File: config.mk
export PLATFORM = sky130hd
export DESIGN_NAME = escape_sequence_decoder
export DESIGN_NICKNAME = d
export VERILOG_FILES = /design/src/rtl/core/esc_pkg.sv /design/src/rtl/core/esc_in_reg.sv /design/src/rtl/core/esc_decode.sv /design/src/rtl/core/escape_sequence_decoder.sv
export SDC_FILE = /design/constraint.sdc
export NUM_CORES = 1
export LEC_CHECK = 0
export BUFFER_PORTS_ARGS = -buffer_cell sky130_fd_sc_hd__buf_2
export CORE_MARGIN = 10
export CORE_UTILIZATION = 55
export DETAILED_ROUTE_END_ITERATION = 7
export GPL_ROUTABILITY_DRIVEN = 0
export PLACE_DENSITY = 0.76
export RECOVER_POWER = 25
export SLEW_MARGIN = 20
export SYNTH_ARGS = -nofsm -noshare
export SYNTH_HDL_FRONTEND = slang
export SYNTH_SLANG_ARGS = --single-unit
File: constraint.sdc
create_clock -name aclk -period 3.4 [get_ports aclk]
set_input_delay 0.17 -clock aclk [delete_from_list [all_inputs] [get_ports aclk]]
set_output_delay 0.17 -clock aclk [all_outputs]
set_load 0.02 [all_outputs]
File: src/rtl/core/esc_pkg.sv
`default_nettype none

package esc_pkg;

    typedef logic [7:0] byte_t;

    // one input transfer
    typedef struct packed {
        byte_t in_byte;
        logic  end_of_text;
    } esc_item_t;

    // one result transfer
    typedef struct packed {
        byte_t out_byte;
        logic  has_byte;
        logic  end_mark;
        logic  format_error;
    } esc_result_t;

    typedef struct packed {
        logic       ok;
        logic [3:0] value;
    } nibble_t;

    localparam byte_t CH_BACKSLASH = 8'h5C;
    localparam byte_t CH_LOWER_A   = 8'h61;
    localparam byte_t CH_LOWER_E   = 8'h65;
    localparam byte_t CH_LOWER_F   = 8'h66;
    localparam byte_t CH_LOWER_N   = 8'h6E;
    localparam byte_t CH_LOWER_R   = 8'h72;
    localparam byte_t CH_LOWER_T   = 8'h74;
    localparam byte_t CH_LOWER_V   = 8'h76;
    localparam byte_t CH_LOWER_X   = 8'h78;
    localparam byte_t CH_UPPER_X   = 8'h58;
    localparam byte_t CH_UPPER_A   = 8'h41;
    localparam byte_t CH_UPPER_F   = 8'h46;
    localparam byte_t CH_DIGIT_0   = 8'h30;
    localparam byte_t CH_DIGIT_9   = 8'h39;

    localparam byte_t CH_BEL = 8'h07;
    localparam byte_t CH_ESC = 8'h1B;
    localparam byte_t CH_FF  = 8'h0C;
    localparam byte_t CH_LF  = 8'h0A;
    localparam byte_t CH_CR  = 8'h0D;
    localparam byte_t CH_TAB = 8'h09;
    localparam byte_t CH_VT  = 8'h0B;

    localparam logic [1:0] HEX_DIGITS = 2'd2;

    function automatic byte_t escape_map(input byte_t c);
        byte_t r;
        unique case (c)
            CH_LOWER_A: r = CH_BEL;
            CH_LOWER_E: r = CH_ESC;
            CH_LOWER_F: r = CH_FF;
            CH_LOWER_N: r = CH_LF;
            CH_LOWER_R: r = CH_CR;
            CH_LOWER_T: r = CH_TAB;
            CH_LOWER_V: r = CH_VT;
            default:    r = c;
        endcase
        return r;
    endfunction

    function automatic nibble_t hex_nibble(input byte_t c);
        nibble_t r;
        byte_t   d;
        r = '{ok: 1'b0, value: 4'd0};
        d = 8'd0;
        if (c >= CH_DIGIT_0 && c <= CH_DIGIT_9) begin
            d = c - CH_DIGIT_0;
            r = '{ok: 1'b1, value: d[3:0]};
        end else if (c >= CH_LOWER_A && c <= CH_LOWER_F) begin
            d = c - CH_LOWER_A + 8'd10;
            r = '{ok: 1'b1, value: d[3:0]};
        end else if (c >= CH_UPPER_A && c <= CH_UPPER_F) begin
            d = c - CH_UPPER_A + 8'd10;
            r = '{ok: 1'b1, value: d[3:0]};
        end
        return r;
    endfunction

endpackage

`default_nettype wire

File: src/rtl/core/esc_in_reg.sv
`default_nettype none

module esc_in_reg (
    input  wire logic              aclk,
    input  wire logic              aresetn,
    input  wire logic              s_valid,
    output logic                   s_ready,
    input  wire esc_pkg::esc_item_t s_item,
    output logic                   item_valid,
    input  wire logic              item_take,
    output esc_pkg::esc_item_t     item
);
    import esc_pkg::*;

    logic      valid_reg;
    logic      valid_next;
    esc_item_t item_reg;

    assign s_ready    = !valid_reg || item_take;
    assign valid_next = (s_valid && s_ready) || (valid_reg && !item_take);

    always_ff @(posedge aclk) begin
        if (!aresetn) begin
            valid_reg <= 1'b0;
        end else begin
            valid_reg <= valid_next;
        end
    end

    always_ff @(posedge aclk) begin
        if (s_valid && s_ready) begin
            item_reg <= s_item;
        end
    end

    assign item_valid = valid_reg;
    assign item       = item_reg;

endmodule

`default_nettype wire

File: src/rtl/core/esc_decode.sv
`default_nettype none

module esc_decode (
    input  wire logic               aclk,
    input  wire logic               aresetn,
    input  wire logic               item_valid,
    output logic                    item_take,
    input  wire esc_pkg::esc_item_t item,
    output logic                    m_valid,
    input  wire logic               m_ready,
    output esc_pkg::esc_result_t    result
);
    import esc_pkg::*;

    logic        after_bs_reg, after_bs_next;
    logic [1:0]  hex_left_reg, hex_left_next;
    byte_t       hex_value_reg, hex_value_next;
    logic        hex_bad_reg, hex_bad_next;

    logic        out_valid_reg, out_valid_next;
    esc_result_t result_reg, result_next;

    logic        advance;
    logic        have;
    byte_t       dec_byte;
    logic        err;
    nibble_t     nib;

    assign advance   = !out_valid_reg || m_ready;
    assign item_take = item_valid && advance;
    assign nib       = hex_nibble(item.in_byte);

    always_comb begin
        after_bs_next  = after_bs_reg;
        hex_left_next  = hex_left_reg;
        hex_value_next = hex_value_reg;
        hex_bad_next   = hex_bad_reg;
        have           = 1'b0;
        dec_byte       = 8'd0;
        err            = 1'b0;

        if (after_bs_reg) begin
            after_bs_next = 1'b0;
            if (item.in_byte == CH_LOWER_X || item.in_byte == CH_UPPER_X) begin
                hex_left_next  = HEX_DIGITS;
                hex_value_next = 8'd0;
                hex_bad_next   = 1'b0;
            end else begin
                have     = 1'b1;
                dec_byte = escape_map(item.in_byte);
            end
        end else if (hex_left_reg != 2'd0) begin
            // a bad digit still uses up a slot but adds nothing
            if (!nib.ok) begin
                hex_bad_next = 1'b1;
            end else if (!hex_bad_reg) begin
                hex_value_next = {hex_value_reg[3:0], nib.value};
            end
            hex_left_next = hex_left_reg - 2'd1;
            if (hex_left_next == 2'd0) begin
                have           = 1'b1;
                dec_byte       = hex_value_next;
                err            = hex_bad_next;
                hex_value_next = 8'd0;
                hex_bad_next   = 1'b0;
            end
        end else if (item.in_byte == CH_BACKSLASH) begin
            after_bs_next = 1'b1;
        end else begin
            have     = 1'b1;
            dec_byte = item.in_byte;
        end

        // end of string: dangling backslash is an error, partial hex dropped
        if (item.end_of_text) begin
            if (after_bs_next) begin
                err = 1'b1;
            end
            after_bs_next  = 1'b0;
            hex_left_next  = 2'd0;
            hex_value_next = 8'd0;
            hex_bad_next   = 1'b0;
        end

        result_next.out_byte     = have ? dec_byte : 8'd0;
        result_next.has_byte     = have;
        result_next.end_mark     = item.end_of_text;
        result_next.format_error = err;
    end

    always_comb begin
        if (item_take) begin
            out_valid_next = have || item.end_of_text;
        end else if (m_ready) begin
            out_valid_next = 1'b0;
        end else begin
            out_valid_next = out_valid_reg;
        end
    end

    always_ff @(posedge aclk) begin
        if (!aresetn) begin
            after_bs_reg  <= 1'b0;
            hex_left_reg  <= 2'd0;
            hex_value_reg <= 8'd0;
            hex_bad_reg   <= 1'b0;
            out_valid_reg <= 1'b0;
        end else begin
            out_valid_reg <= out_valid_next;
            if (item_take) begin
                after_bs_reg  <= after_bs_next;
                hex_left_reg  <= hex_left_next;
                hex_value_reg <= hex_value_next;
                hex_bad_reg   <= hex_bad_next;
            end
        end
    end

    always_ff @(posedge aclk) begin
        if (item_take) begin
            result_reg <= result_next;
        end
    end

    assign m_valid = out_valid_reg;
    assign result  = result_reg;

endmodule

`default_nettype wire

File: src/rtl/core/escape_sequence_decoder.sv
// Backslash escape decoder, one byte of text per transfer.
// Input channel s_*: s_in_byte with s_end_of_text marking the last byte of
// a string. Result channel m_*: m_out_byte valid when m_has_byte is set,
// m_end_mark closes the string, m_format_error flags a dangling backslash
// at the end or a non-hex digit inside a \x escape.
// A byte that opens an escape (backslash, x/X, first hex digit) gives no
// result unless it is also the end of the string.
// The input transfer is stored in the input register, then decoded into
// the result register, which drives m_valid and the result outputs.
// Throughput: one byte per cycle while m_ready is high; the decode
// between the two registers is combinational, and the escape state
// updates in the same cycle as the result register loads.
// When m_ready is low the result register holds and the input register
// fills; s_ready drops only once both hold an item.
// Reset (aresetn, synchronous, active low) empties both registers and
// clears the escape state, so the next byte starts a new string.
`default_nettype none

module escape_sequence_decoder (
    input  wire logic       aclk,
    input  wire logic       aresetn,
    input  wire logic       s_valid,
    output logic            s_ready,
    input  wire logic [7:0] s_in_byte,
    input  wire logic       s_end_of_text,
    output logic            m_valid,
    input  wire logic       m_ready,
    output logic [7:0]      m_out_byte,
    output logic            m_has_byte,
    output logic            m_end_mark,
    output logic            m_format_error
);
    import esc_pkg::*;

    esc_item_t   s_item;
    esc_item_t   item;
    logic        item_valid;
    logic        item_take;
    esc_result_t result;

    assign s_item.in_byte     = s_in_byte;
    assign s_item.end_of_text = s_end_of_text;

    esc_in_reg u_in_reg (
        .aclk       (aclk),
        .aresetn    (aresetn),
        .s_valid    (s_valid),
        .s_ready    (s_ready),
        .s_item     (s_item),
        .item_valid (item_valid),
        .item_take  (item_take),
        .item       (item)
    );

    esc_decode u_decode (
        .aclk       (aclk),
        .aresetn    (aresetn),
        .item_valid (item_valid),
        .item_take  (item_take),
        .item       (item),
        .m_valid    (m_valid),
        .m_ready    (m_ready),
        .result     (result)
    );

    assign m_out_byte     = result.out_byte;
    assign m_has_byte     = result.has_byte;
    assign m_end_mark     = result.end_mark;
    assign m_format_error = result.format_error;

endmodule

`default_nettype wire

==> results of run 1 <==
[worst max-delay path by stage]
| stage | start | end | slack [ps] | depth (start not counted) |
|---|---|---|---|---|
| after global routing | u_in_reg.item[2] | u_decode.result[3] | 720 | 8 |
| after floorplan | u_in_reg.item[2] | u_decode.result[3] | 1320 | 8 |
| after global placement | u_in_reg.item[2] | u_decode.result[3] | 950 | 8 |
| after detailed placement | u_in_reg.item[2] | u_decode.result[3] | 930 | 8 |
| final | u_in_reg.item[2] | u_decode.result[3] | 850 | 8 |
| after CTS | u_in_reg.item[2] | u_decode.result[3] | 910 | 8 |
[cell usage in the layout (no fill, tap or decap), types with 2 or more instances in the layout]
cell	count
sky130_fd_sc_hd__buf_2	20
sky130_fd_sc_hd__edfxtp_1	20
sky130_fd_sc_hd__nand2_1	19
sky130_fd_sc_hd__nor2_1	15
sky130_fd_sc_hd__o21ai_0	15
sky130_fd_sc_hd__dfxtp_1	14
sky130_fd_sc_hd__dlygate4sd3_1	9
sky130_fd_sc_hd__nor2b_1	7
sky130_fd_sc_hd__ha_1	7
sky130_fd_sc_hd__nand2b_1	6
sky130_fd_sc_hd__inv_1	6
sky130_fd_sc_hd__a21oi_1	6
sky130_fd_sc_hd__clkbuf_1	6
sky130_fd_sc_hd__nand3_1	5
sky130_fd_sc_hd__clkbuf_4	5
sky130_fd_sc_hd__and2_1	4
sky130_fd_sc_hd__mux2i_1	4
sky130_fd_sc_hd__o21ai_1	4
sky130_fd_sc_hd__a22o_1	4
sky130_fd_sc_hd__nor3_1	3
sky130_fd_sc_hd__a21o_1	3
sky130_fd_sc_hd__a31oi_1	3
sky130_fd_sc_hd__o2bb2ai_1	3
sky130_fd_sc_hd__o32ai_1	3
sky130_fd_sc_hd__a21boi_0	3
sky130_fd_sc_hd__nor3b_1	2
sky130_fd_sc_hd__o21a_1	2
sky130_fd_sc_hd__o311ai_0	2
sky130_fd_sc_hd__a221oi_1	2
sky130_fd_sc_hd__a2bb2oi_1	2
[per-stage QoR]
step / instances / power, mW
floorplan: 193 / 0.5452
global placement: 257 / 0.5704
detailed placement: 257 / 0.5736
CTS: 270 / 0.7851
global route: 274 / 0.8318
finish: 274 / 0.7952
[where the power goes]
group          switching (mW)  leakage (nW)  internal (mW)
clock network           0.140        0.0322         0.0811
logic                  0.0609         0.466         0.0424
registers              0.0182         0.303          0.453
[critical path: stages, from the launching register on]
cell,delay [ps]
sky130_fd_sc_hd__edfxtp_1,510
sky130_fd_sc_hd__inv_1,130
sky130_fd_sc_hd__ha_1,310
sky130_fd_sc_hd__or3b_1,400
sky130_fd_sc_hd__nand4_2,160
sky130_fd_sc_hd__nor2_1,110
sky130_fd_sc_hd__a2bb2oi_1,170
sky130_fd_sc_hd__o32ai_1,260
sky130_fd_sc_hd__o221ai_1,220
[layout make-up]
type                            instances  area, um2  area share
Multi-Input combinational cell        144      960.9      0.4376
Sequential cell                        34      880.8      0.4011
Clock inverter                          2      13.76    0.006268
Timing Repair Buffer                   34      209.0     0.09516
Clock buffer                            6      41.29     0.01880
Inverter                                8      32.53     0.01481
Tap cell                               46      57.56     0.02621
[metal layers]
layer	track usage	vias to the layer above	wire length [um]
met2	0.2390	83	2102
met4	0.04480	0	126
met5	0	-	0
met1	0.1689	730	1842
li1	-	793	-
met3	0.05405	17	413
[logic make-up after synthesis]
family | count (synthesis)
AO/OA/AOI/OAI | 62
multiplexers | 4
adder cells (fa/ha/maj) | 7
AND/OR/NAND/NOR | 71
flip-flops | 34
buffers and inverters | 15
==> results.yml, run 1 <==
timing:
  setup_tns_ps: 0
  min_period_over_period: 0.7502
  hold-worst-slack_ps: 78.16
  timing.fmax_mhz: 392.0
  hold_viol_final: 0
  final-max-slew-violation-count: 0
  grt_setup_unrepaired: "false"
  maxSlewHeadroom: 0.6315
  final.min_clock_period_ps: 2551
  report.final.setup_viol: 0
  finalClockSkew_ps: 15.89
  timing.final.ws_setup_ps: 849.2
  worst_pin_slew_ps: 552.8
global_route:
  via_count_of_the_first_global_routing_pass: 1591
  globalRouteOverflowTotal: 0
  grt_pass1_wl_um: 7334
  global_route.usage.total: 0.1443
  number_of_antenna_violations_at_the_first_check_in_global_routing: 0
  pin_count_of_the_biggest_net_entering_global_routing: 19
setup_path:
  cp_max_fo: 8
  worst_setup_path_start_kind: "flop"
  critPathRequiredTime_ps: 3460
  critical_path_class: "flop to flop"
  slack_of_the_worst_reg_to_reg_path_ps: 850
  timing.rr.start: "u_in_reg.item[2]"
  kind_of_end_point_of_the_critical_path: "flop"
  worstReg2RegEnd: "u_decode.result[3]"
  r2r_cells: 8
  timing.critical_path.arrival_ps: 2610
clock_network:
  cts_tree: "built"
  clkSinkCount: 34
  cts.reportedPaths.clkPinSlew_ps: 100
  clk_latency_ps: 350
  post_cts_buffers: 0
  cts_htree_levels: 2
  ctsResizeCount: 0
  clock_tree.buffer_depth: 2
  ctsHoldBuffers: 5
  numCtsBuffers: 5
  clk_tree_root_cell: "sky130_fd_sc_hd__clkbuf_4"
floorplanning:
  die_area_um2: 6237
  core_area_um2: 3337
  chipWidth_um: 78.98
  start_util: 0.5733
  die_h_um: 78.98
  number_of_rows_in_the_core_area: 21
  pin_count: 26
logic_synthesis:
  synth_cell_types: 52
  count_of_yosys_warnings_during_synthesis: 0
  synth_most_common_cell: "sky130_fd_sc_hd__edfxtp_1"
  synth_common_cells: "20 x sky130_fd_sc_hd__edfxtp_1, 19 x sky130_fd_sc_hd__nand2_1, 15 x sky130_fd_sc_hd__nor2_1, 15 x sky130_fd_sc_hd__o21ai_0, 14 x sky130_fd_sc_hd__dfxtp_1"
  syn_area_um2: 1913
  synth_top_area_frac: 0.3139
  synthDominantAreaCellType: "sky130_fd_sc_hd__edfxtp_1"
  area_share_of_fa_ha_maj_cells_after_synthesis: 0.04578
  synth_seq_cells: 34
  synth.area.top_cells: "sky130_fd_sc_hd__edfxtp_1 31%, sky130_fd_sc_hd__dfxtp_1 15%, sky130_fd_sc_hd__ha_1 4.6%, sky130_fd_sc_hd__o21ai_0 3.9%, sky130_fd_sc_hd__nand2_1 3.7%"
  synth_sequential_area_ratio: 0.4604
  synth.area.mux_share: 0.02093
  synth_edf_count: 20
  ys_async_sr_fraction: 0
  syn-instance-count: 193
  compound_gate_fraction_of_synth_area: 0.2354
  syn-mean-instance-area_um2: 9.912
  post_synth_xor_area_fraction: 0
  commonest_register_cell_after_synthesis: "sky130_fd_sc_hd__edfxtp_1"
  post_synth_and_or_nand_nor_area_fraction: 0.2001
  synth_top_family_by_area: "compound AO/OA/AOI/OAI gates"
  postSynthNetCount: 213
final_layout:
  layout.cell_area.non_filler_um2: 2196
  fillerInstances: 280
  antenna_cells: 0
  post_route_cells_drive_above_1_share: 0.1667
  postLayoutCoreUtil: 0.6580
  largest_register_ff_count: 11
  syn_to_final_growth_pct: 14.78
  final_net_count: 247
placed_design:
  hpwl_um: 3241
  portBuffers: 25
  post_detailed_placement_cell_area_um2: 2057
  preCtsSetupSlack_ps: 934.3
drt:
  detail_route.wirelength_um: 4484
  drt-pass1-iter-count: 4
  avgViaCountPerCell: 5.923
  detail_route.drc_violations: 0
  drt-initial-drc-count: 186
  route.detailed.wl_per_inst_um: 16.36
  count_of_vias_placed_by_the_detailed_router: 1623
  final_ant_viol_nets: 0
run_status:
  status: "completed"
worst_hold_path:
  worstHoldPathType: "input port to flop"
  hp-start: "s_valid"
  hold-path-endpoint: "u_in_reg.item_valid"
  timing.hold.worst_path_depth: 3
job:
  drv.max_cap_violation_count: 0
power_and_ir_drop:
  leakage_nw: 0.8013
  worst_ir_drop_vdd_mv: 0.2259
  power-per-cell-area_nw_per_um2: 362.1
No activity file was read; power rests on OpenSTA's default activity.
==> run 2: changes to the inputs <==
- ABC_AREA: not set -> 1
- PLACE_DENSITY: 0.76 -> 0.75
- clock period: 3.4 -> 2.55 ns (I/O delays scaled with it)
==> results.yml, run 2 <==
logic_synthesis:
  synth_edf_count: 20
  synth.area.top_cells: "sky130_fd_sc_hd__edfxtp_1 30%, sky130_fd_sc_hd__dfxtp_1 14%, sky130_fd_sc_hd__nand2_1 13%, sky130_fd_sc_hd__nand3_1 9.0%, sky130_fd_sc_hd__inv_1 6.0%"
  syn-mean-instance-area_um2: 7.734
  synth_most_common_cell: "sky130_fd_sc_hd__nand2_1"
  synth_sequential_area_ratio: 0.4397
  synthDominantAreaCellType: "sky130_fd_sc_hd__edfxtp_1"
  commonest_register_cell_after_synthesis: "sky130_fd_sc_hd__edfxtp_1"
  synth_common_cells: "72 x sky130_fd_sc_hd__nand2_1, 36 x sky130_fd_sc_hd__nand3_1, 32 x sky130_fd_sc_hd__inv_1"
  postSynthNetCount: 279
  ys_async_sr_fraction: 0
  synth_cell_types: 28
  syn_area_um2: 2003
  synth_seq_cells: 34
  synth_top_area_frac: 0.2998
  syn-instance-count: 259
  count_of_yosys_warnings_during_synthesis: 0
clock_network:
  cts.reportedPaths.clkPinSlew_ps: 100
  clock_tree.buffer_depth: 2
  numCtsBuffers: 5
  cts_tree: "built"
  ctsResizeCount: 0
  cts_htree_levels: 2
  clk_latency_ps: 350
  clk_tree_root_cell: "sky130_fd_sc_hd__clkbuf_4"
  clkSinkCount: 34
drt:
  drt-pass1-iter-count: 4
  count_of_vias_placed_by_the_detailed_router: 1793
  detail_route.drc_violations: 0
  final_ant_viol_nets: 0
  drt-initial-drc-count: 126
  detail_route.wirelength_um: 4501
  route.detailed.wl_per_inst_um: 13.08
  avgViaCountPerCell: 5.212
timing:
  report.final.setup_viol: 0
  grt_setup_unrepaired: "false"
  hold_viol_final: 0
  finalClockSkew_ps: 16.04
  setup_tns_ps: 0
  final.min_clock_period_ps: 2127
  min_period_over_period: 0.8339
  maxSlewHeadroom: 0.7049
  timing.fmax_mhz: 470.3
  final-max-slew-violation-count: 0
  worst_pin_slew_ps: 442.1
setup_path:
  critPathRequiredTime_ps: 2640
  critical_path_class: "flop to flop"
  slowest_delay_ps: 510
  worst_setup_path_start_kind: "flop"
  crit_path_top_delay_cell: "sky130_fd_sc_hd__edfxtp_1"
  cp_max_fo: 6
  cp_cell_sequence: "inv_1 -> ha_1 -> inv_1 -> nand3_1 -> nand4_1 -> a21oi_2 -> nand2_1 -> nand3_1 -> nand3_1"
  timing.critical_path.arrival_ps: 2210
  kind_of_end_point_of_the_critical_path: "flop"
  critical-path-top-cell-by-count: "sky130_fd_sc_hd__nand3_1"
final_layout:
  largest_register_ff_count: 11
  syn_to_final_growth_pct: 15.30
  layout.cells.most_common: "sky130_fd_sc_hd__nand2_1"
  post_route_cells_drive_above_1_share: 0.1510
  most-common-layout-cells: "72 x sky130_fd_sc_hd__nand2_1, 36 x sky130_fd_sc_hd__nand3_1, 32 x sky130_fd_sc_hd__inv_1"
  final_net_count: 317
  postLayoutCoreUtil: 0.6762
  antenna_cells: 0
global_route:
  pin_count_of_the_biggest_net_entering_global_routing: 15
  grt_pass1_wl_um: 7610
  via_count_of_the_first_global_routing_pass: 1699
  global_route.usage.total: 0.1481
  globalRouteOverflowTotal: 0
  number_of_antenna_violations_at_the_first_check_in_global_routing: 0
floorplanning:
  start_util: 0.5864
  core_area_um2: 3416
  die_area_um2: 6456
  chipWidth_um: 80.35
  die_h_um: 80.35
  pin_count: 26
  number_of_rows_in_the_core_area: 21
power_and_ir_drop:
  worst_ir_drop_vdd_mv: 0.3280
  leakage_nw: 1.030
  power-per-cell-area_nw_per_um2: 482.4
placed_design:
  hpwl_um: 3373
  portBuffers: 25
run_status:
  status: "completed"
job:
  drv.max_cap_violation_count: 0
worst_hold_path:
  worstHoldPathType: "input port to flop"
==> run 2: cell count changes in the layout (fill, tap and decap cells not counted), moves of 6 or more <==
cell / delta
sky130_fd_sc_hd__nand3_1: +31
sky130_fd_sc_hd__nor2b_1: -7
sky130_fd_sc_hd__nand2b_1: -6
sky130_fd_sc_hd__nand2_1: +53
sky130_fd_sc_hd__inv_1: +26
sky130_fd_sc_hd__a21oi_1: +10
==> run 2: power by group <==
group / internal, mW / switching (mW) / total (mW)
clock network: 0.133 / 0.178 / 0.311
registers: 0.610 / 0.0207 / 0.630
logic: 0.0606 / 0.112 / 0.173
total: 0.804 / 0.310 / 1.11
==> run 2: cells by family (layout without fill, tap and decap cells) <==
| group | after synthesis | in the layout | synth area share |
|---|---|---|---|
| AO/OA/AOI/OAI | 37 | 37 | 0.09557 |
| adder cells (fa/ha/maj) | 7 | 7 | 0.04372 |
| buffers and inverters | 40 | 79 | 0.08120 |
| flip-flops | 34 | 34 | 0.4397 |
| AND/OR/NAND/NOR | 141 | 141 | 0.3398 |
==> run 2: stage by stage <==
step	cell area (um2)	setup slack (ps)	hold slack, ps	std cells	power, mW
after floorplan	2003	773.1	226.4	259	0.7589
final	2310	423.5	18.20	344	1.114
after global routing	2310	219.9	13.16	344	1.170
after detailed placement	2166	460.8	305.6	327	0.8047
after global placement	2166	479.5	303.8	327	0.8028
after CTS	2316	441.0	10.12	344	1.121
==> run 2: path summary, 6_finish.rpt <==
| check | start | to | slack (ps) | cells after the start |
|---|---|---|---|---|
| hold / removal | s_valid | u_in_reg.item_valid | 20 | 3 |
| setup / recovery | u_in_reg.item[2] | u_decode.result[5] | 420 | 9 |
| setup reg to reg | u_in_reg.item[2] | u_decode.result[5] | 420 | 9 |
| hold reg to reg | u_decode.hex_left_reg[1] | u_decode.hex_left_reg[1] | 470 | 2 |
==> run 2: final cells by class <==
type / instances / area [um2]
clock buffer: 7 / 55.05
clock inverter: 1 / 5.005
timing repair buffer: 35 / 216.5
tap: 46 / 57.56
sequential: 34 / 880.8
multi-input combinational: 185 / 959.7
inverter: 36 / 135.1
fill: 313 / 1106
==> run 2: what timing repair did <==
action,4_1_cts,5_1_grt
endpoints found under the hold margin,9,0
endpoints found under the setup margin,0,0
hold buffers,9,0
setup buffers,0,0
==> run 2: worst max-delay path, delay by kind of cell, from the launching register on <==
family | cells | cell delay [ps]
AOI/OAI and AO/OA | 1 | 270
and+or+nand+nor | 5 | 620
adders and majority gates | 1 | 210
buffers and inverters | 2 | 260
DFF | 1 | 510
==> run 2: routing by layer <==
| layer | part of all wire | GRT usage |
|---|---|---|
| met1 | 0.46 | 0.1829 |
| met2 | 0.44 | 0.2293 |
| met3 | 0.088 | 0.05345 |
| met4 | 0.020 | 0.05634 |
| met5 | 0 | 0 |
==> run 3: changes to the inputs <==
- ABC_AREA: 1 -> 0
- CORE_UTILIZATION: 55 -> 51
- PLACE_DENSITY: 0.75 -> 0.74
- clock period: 2.55 -> 1.93 ns (I/O delays scaled with it)
==> results.yml, run 3 (same netlist as run 1, synthesis figures left out) <==
setup_path:
  timing.critical_path.arrival_ps: 2080
  timing.rr.start: "u_in_reg.item[1]"
  worst_setup_path_start_kind: "flop"
  cp_max_fo: 4
  critPathRequiredTime_ps: 1970
  worstReg2RegEnd: "u_decode.result[6]"
  r2r_cells: 8
  critical_path_class: "flop to flop"
  kind_of_end_point_of_the_critical_path: "flop"
  slack_of_the_worst_reg_to_reg_path_ps: -100
worst_hold_path:
  timing.hold.worst_path_depth: 3
  hold-path-endpoint: "u_in_reg.item_valid"
  hp-start: "s_valid"
  worstHoldPathType: "input port to flop"
final_layout:
  post_route_cells_drive_above_1_share: 0.4068
  fillerInstances: 251
  layout.cells.most_common: "sky130_fd_sc_hd__buf_4"
  antenna_cells: 0
  final_net_count: 282
  seqCellArea_um2: 880.8
  post_layout_nonfiller_instances: 311
  most-common-layout-cells: "30 x sky130_fd_sc_hd__buf_4, 25 x sky130_fd_sc_hd__buf_2, 20 x sky130_fd_sc_hd__edfxtp_1"
  multi_input_comb_area_um2: 1175
  syn_to_final_growth_pct: 42.58
  largest_register_ff_count: 11
  postLayoutCoreUtil: 0.7507
timing:
  report.final.setup_viol: 13
  final-max-slew-violation-count: 0
  min_period_over_period: 1.053
  final.min_clock_period_ps: 2032
  maxSlewHeadroom: 0.6561
  setup_tns_ps: -579.8
  finalClockSkew_ps: 5.329
  grt_setup_unrepaired: "true"
  worst_pin_slew_ps: 515.2
  timing.final.ws_setup_ps: -102.2
  timing.fmax_mhz: 492.1
  hold_viol_final: 0
run_status:
  status: "finished with violations"
  failed_checks: "setup timing"
clock_network:
  numCtsBuffers: 5
  clk_latency_ps: 280
  cts_tree: "built"
  clk_tree_root_cell: "sky130_fd_sc_hd__clkbuf_8"
  clkSinkCount: 34
  cts.reportedPaths.clkPinSlew_ps: 60
  clock_tree.buffer_depth: 2
  cts_htree_levels: 2
floorplanning:
  chipWidth_um: 81.25
  die_h_um: 81.25
  core_area_um2: 3633
  die_area_um2: 6601
  number_of_rows_in_the_core_area: 22
  pin_count: 26
  start_util: 0.5265
global_route:
  grt_pass1_wl_um: 8245
  pin_count_of_the_biggest_net_entering_global_routing: 12
  globalRouteOverflowTotal: 0
  number_of_antenna_violations_at_the_first_check_in_global_routing: 0
  via_count_of_the_first_global_routing_pass: 1816
  global_route.usage.total: 0.1568
job:
  drv.max_cap_violation_count: 0
placed_design:
  preCtsSetupSlack_ps: -208.1
  place_inst: 286
  portBuffers: 25
  hpwl_um: 3567
power_and_ir_drop:
  leakage_nw: 1.027
  post-layout-total-power_mw: 1.631
  worst_ir_drop_vdd_mv: 0.4888
  power-per-cell-area_nw_per_um2: 597.9
drt:
  drt-initial-drc-count: 185
  detail_route.drc_violations: 0
  avgViaCountPerCell: 5.778
  route.detailed.wl_per_inst_um: 17.28
  count_of_vias_placed_by_the_detailed_router: 1797
  final_ant_viol_nets: 0
  detail_route.wirelength_um: 5374
  drt-pass1-iter-count: 5
==> run 3: area by class of cell <==
cell class / instances / area share
clock buffers: 7 / 0.03165
clock inverters: 1 / 0.001835
inverters: 8 / 0.01284
multi-input cells: 145 / 0.4307
flip-flops and latches: 34 / 0.3229
well taps: 48 / 0.02202
repair buffers: 68 / 0.1780
==> run 3: repair_timing <==
action                                  4_1_cts  5_1_grt
buffers inserted                              6        1
pin swaps                                    12       17
gates cloned                                  0        1
hold buffers                                  9        0
resized for setup                            22       26
endpoints found under the setup margin       17       21
hold endpoints to repair                      9        0
==> run 3: power by group <==
part / switching [mW] / internal [mW] / total [mW]
sequential: 0.0206 / 0.799 / 0.819
clock: 0.240 / 0.287 / 0.527
combinational: 0.155 / 0.129 / 0.284
total: 0.416 / 1.22 / 1.63
==> run 3: routing by layer <==
| metal | vias to the layer above | GRT usage | share of wire |
|---|---|---|---|
| met1 | 844 | 0.1743 | 0.40 |
| met3 | 15 | 0.04305 | 0.061 |
| li1 | 857 | - | - |
| met4 | 0 | 0.07785 | 0.029 |
| met5 | - | 0 | 0 |
| met2 | 81 | 0.2699 | 0.51 |
==> run 3: how the worst max path moves through the flow <==
stage                     startpoint                  to  slack, ps
finish              u_in_reg.item[1]  u_decode.result[6]       -100
global route        u_in_reg.item[1]  u_decode.result[5]       -200
floorplan           u_in_reg.item[1]  u_decode.result[6]        -70
CTS                 u_in_reg.item[1]  u_decode.result[3]        -90
global placement    u_in_reg.item[1]  u_decode.result[3]       -150
detailed placement  u_in_reg.item[1]  u_decode.result[3]       -210
==> run 3: stage by stage <==
step / instance area (um2) / hold slack (ps)
final: 2728 / 93.86
after floorplan: 1947 / 195.4
after detailed placement: 2296 / 274.6
after global routing: 2728 / 99.22
after global placement: 2296 / 273.0
after CTS: 2630 / 86.68
==> run 3: critical path, stage by stage, from the launching register on <==
cell and delay, ps:
sky130_fd_sc_hd__edfxtp_1 420, sky130_fd_sc_hd__inv_2 160, sky130_fd_sc_hd__ha_4 150, sky130_fd_sc_hd__and4b_1 250, sky130_fd_sc_hd__nand2_2 110, sky130_fd_sc_hd__nor3_4 170, sky130_fd_sc_hd__nand2b_1 180, sky130_fd_sc_hd__o311ai_0 150
sky130_fd_sc_hd__a21o_1 210
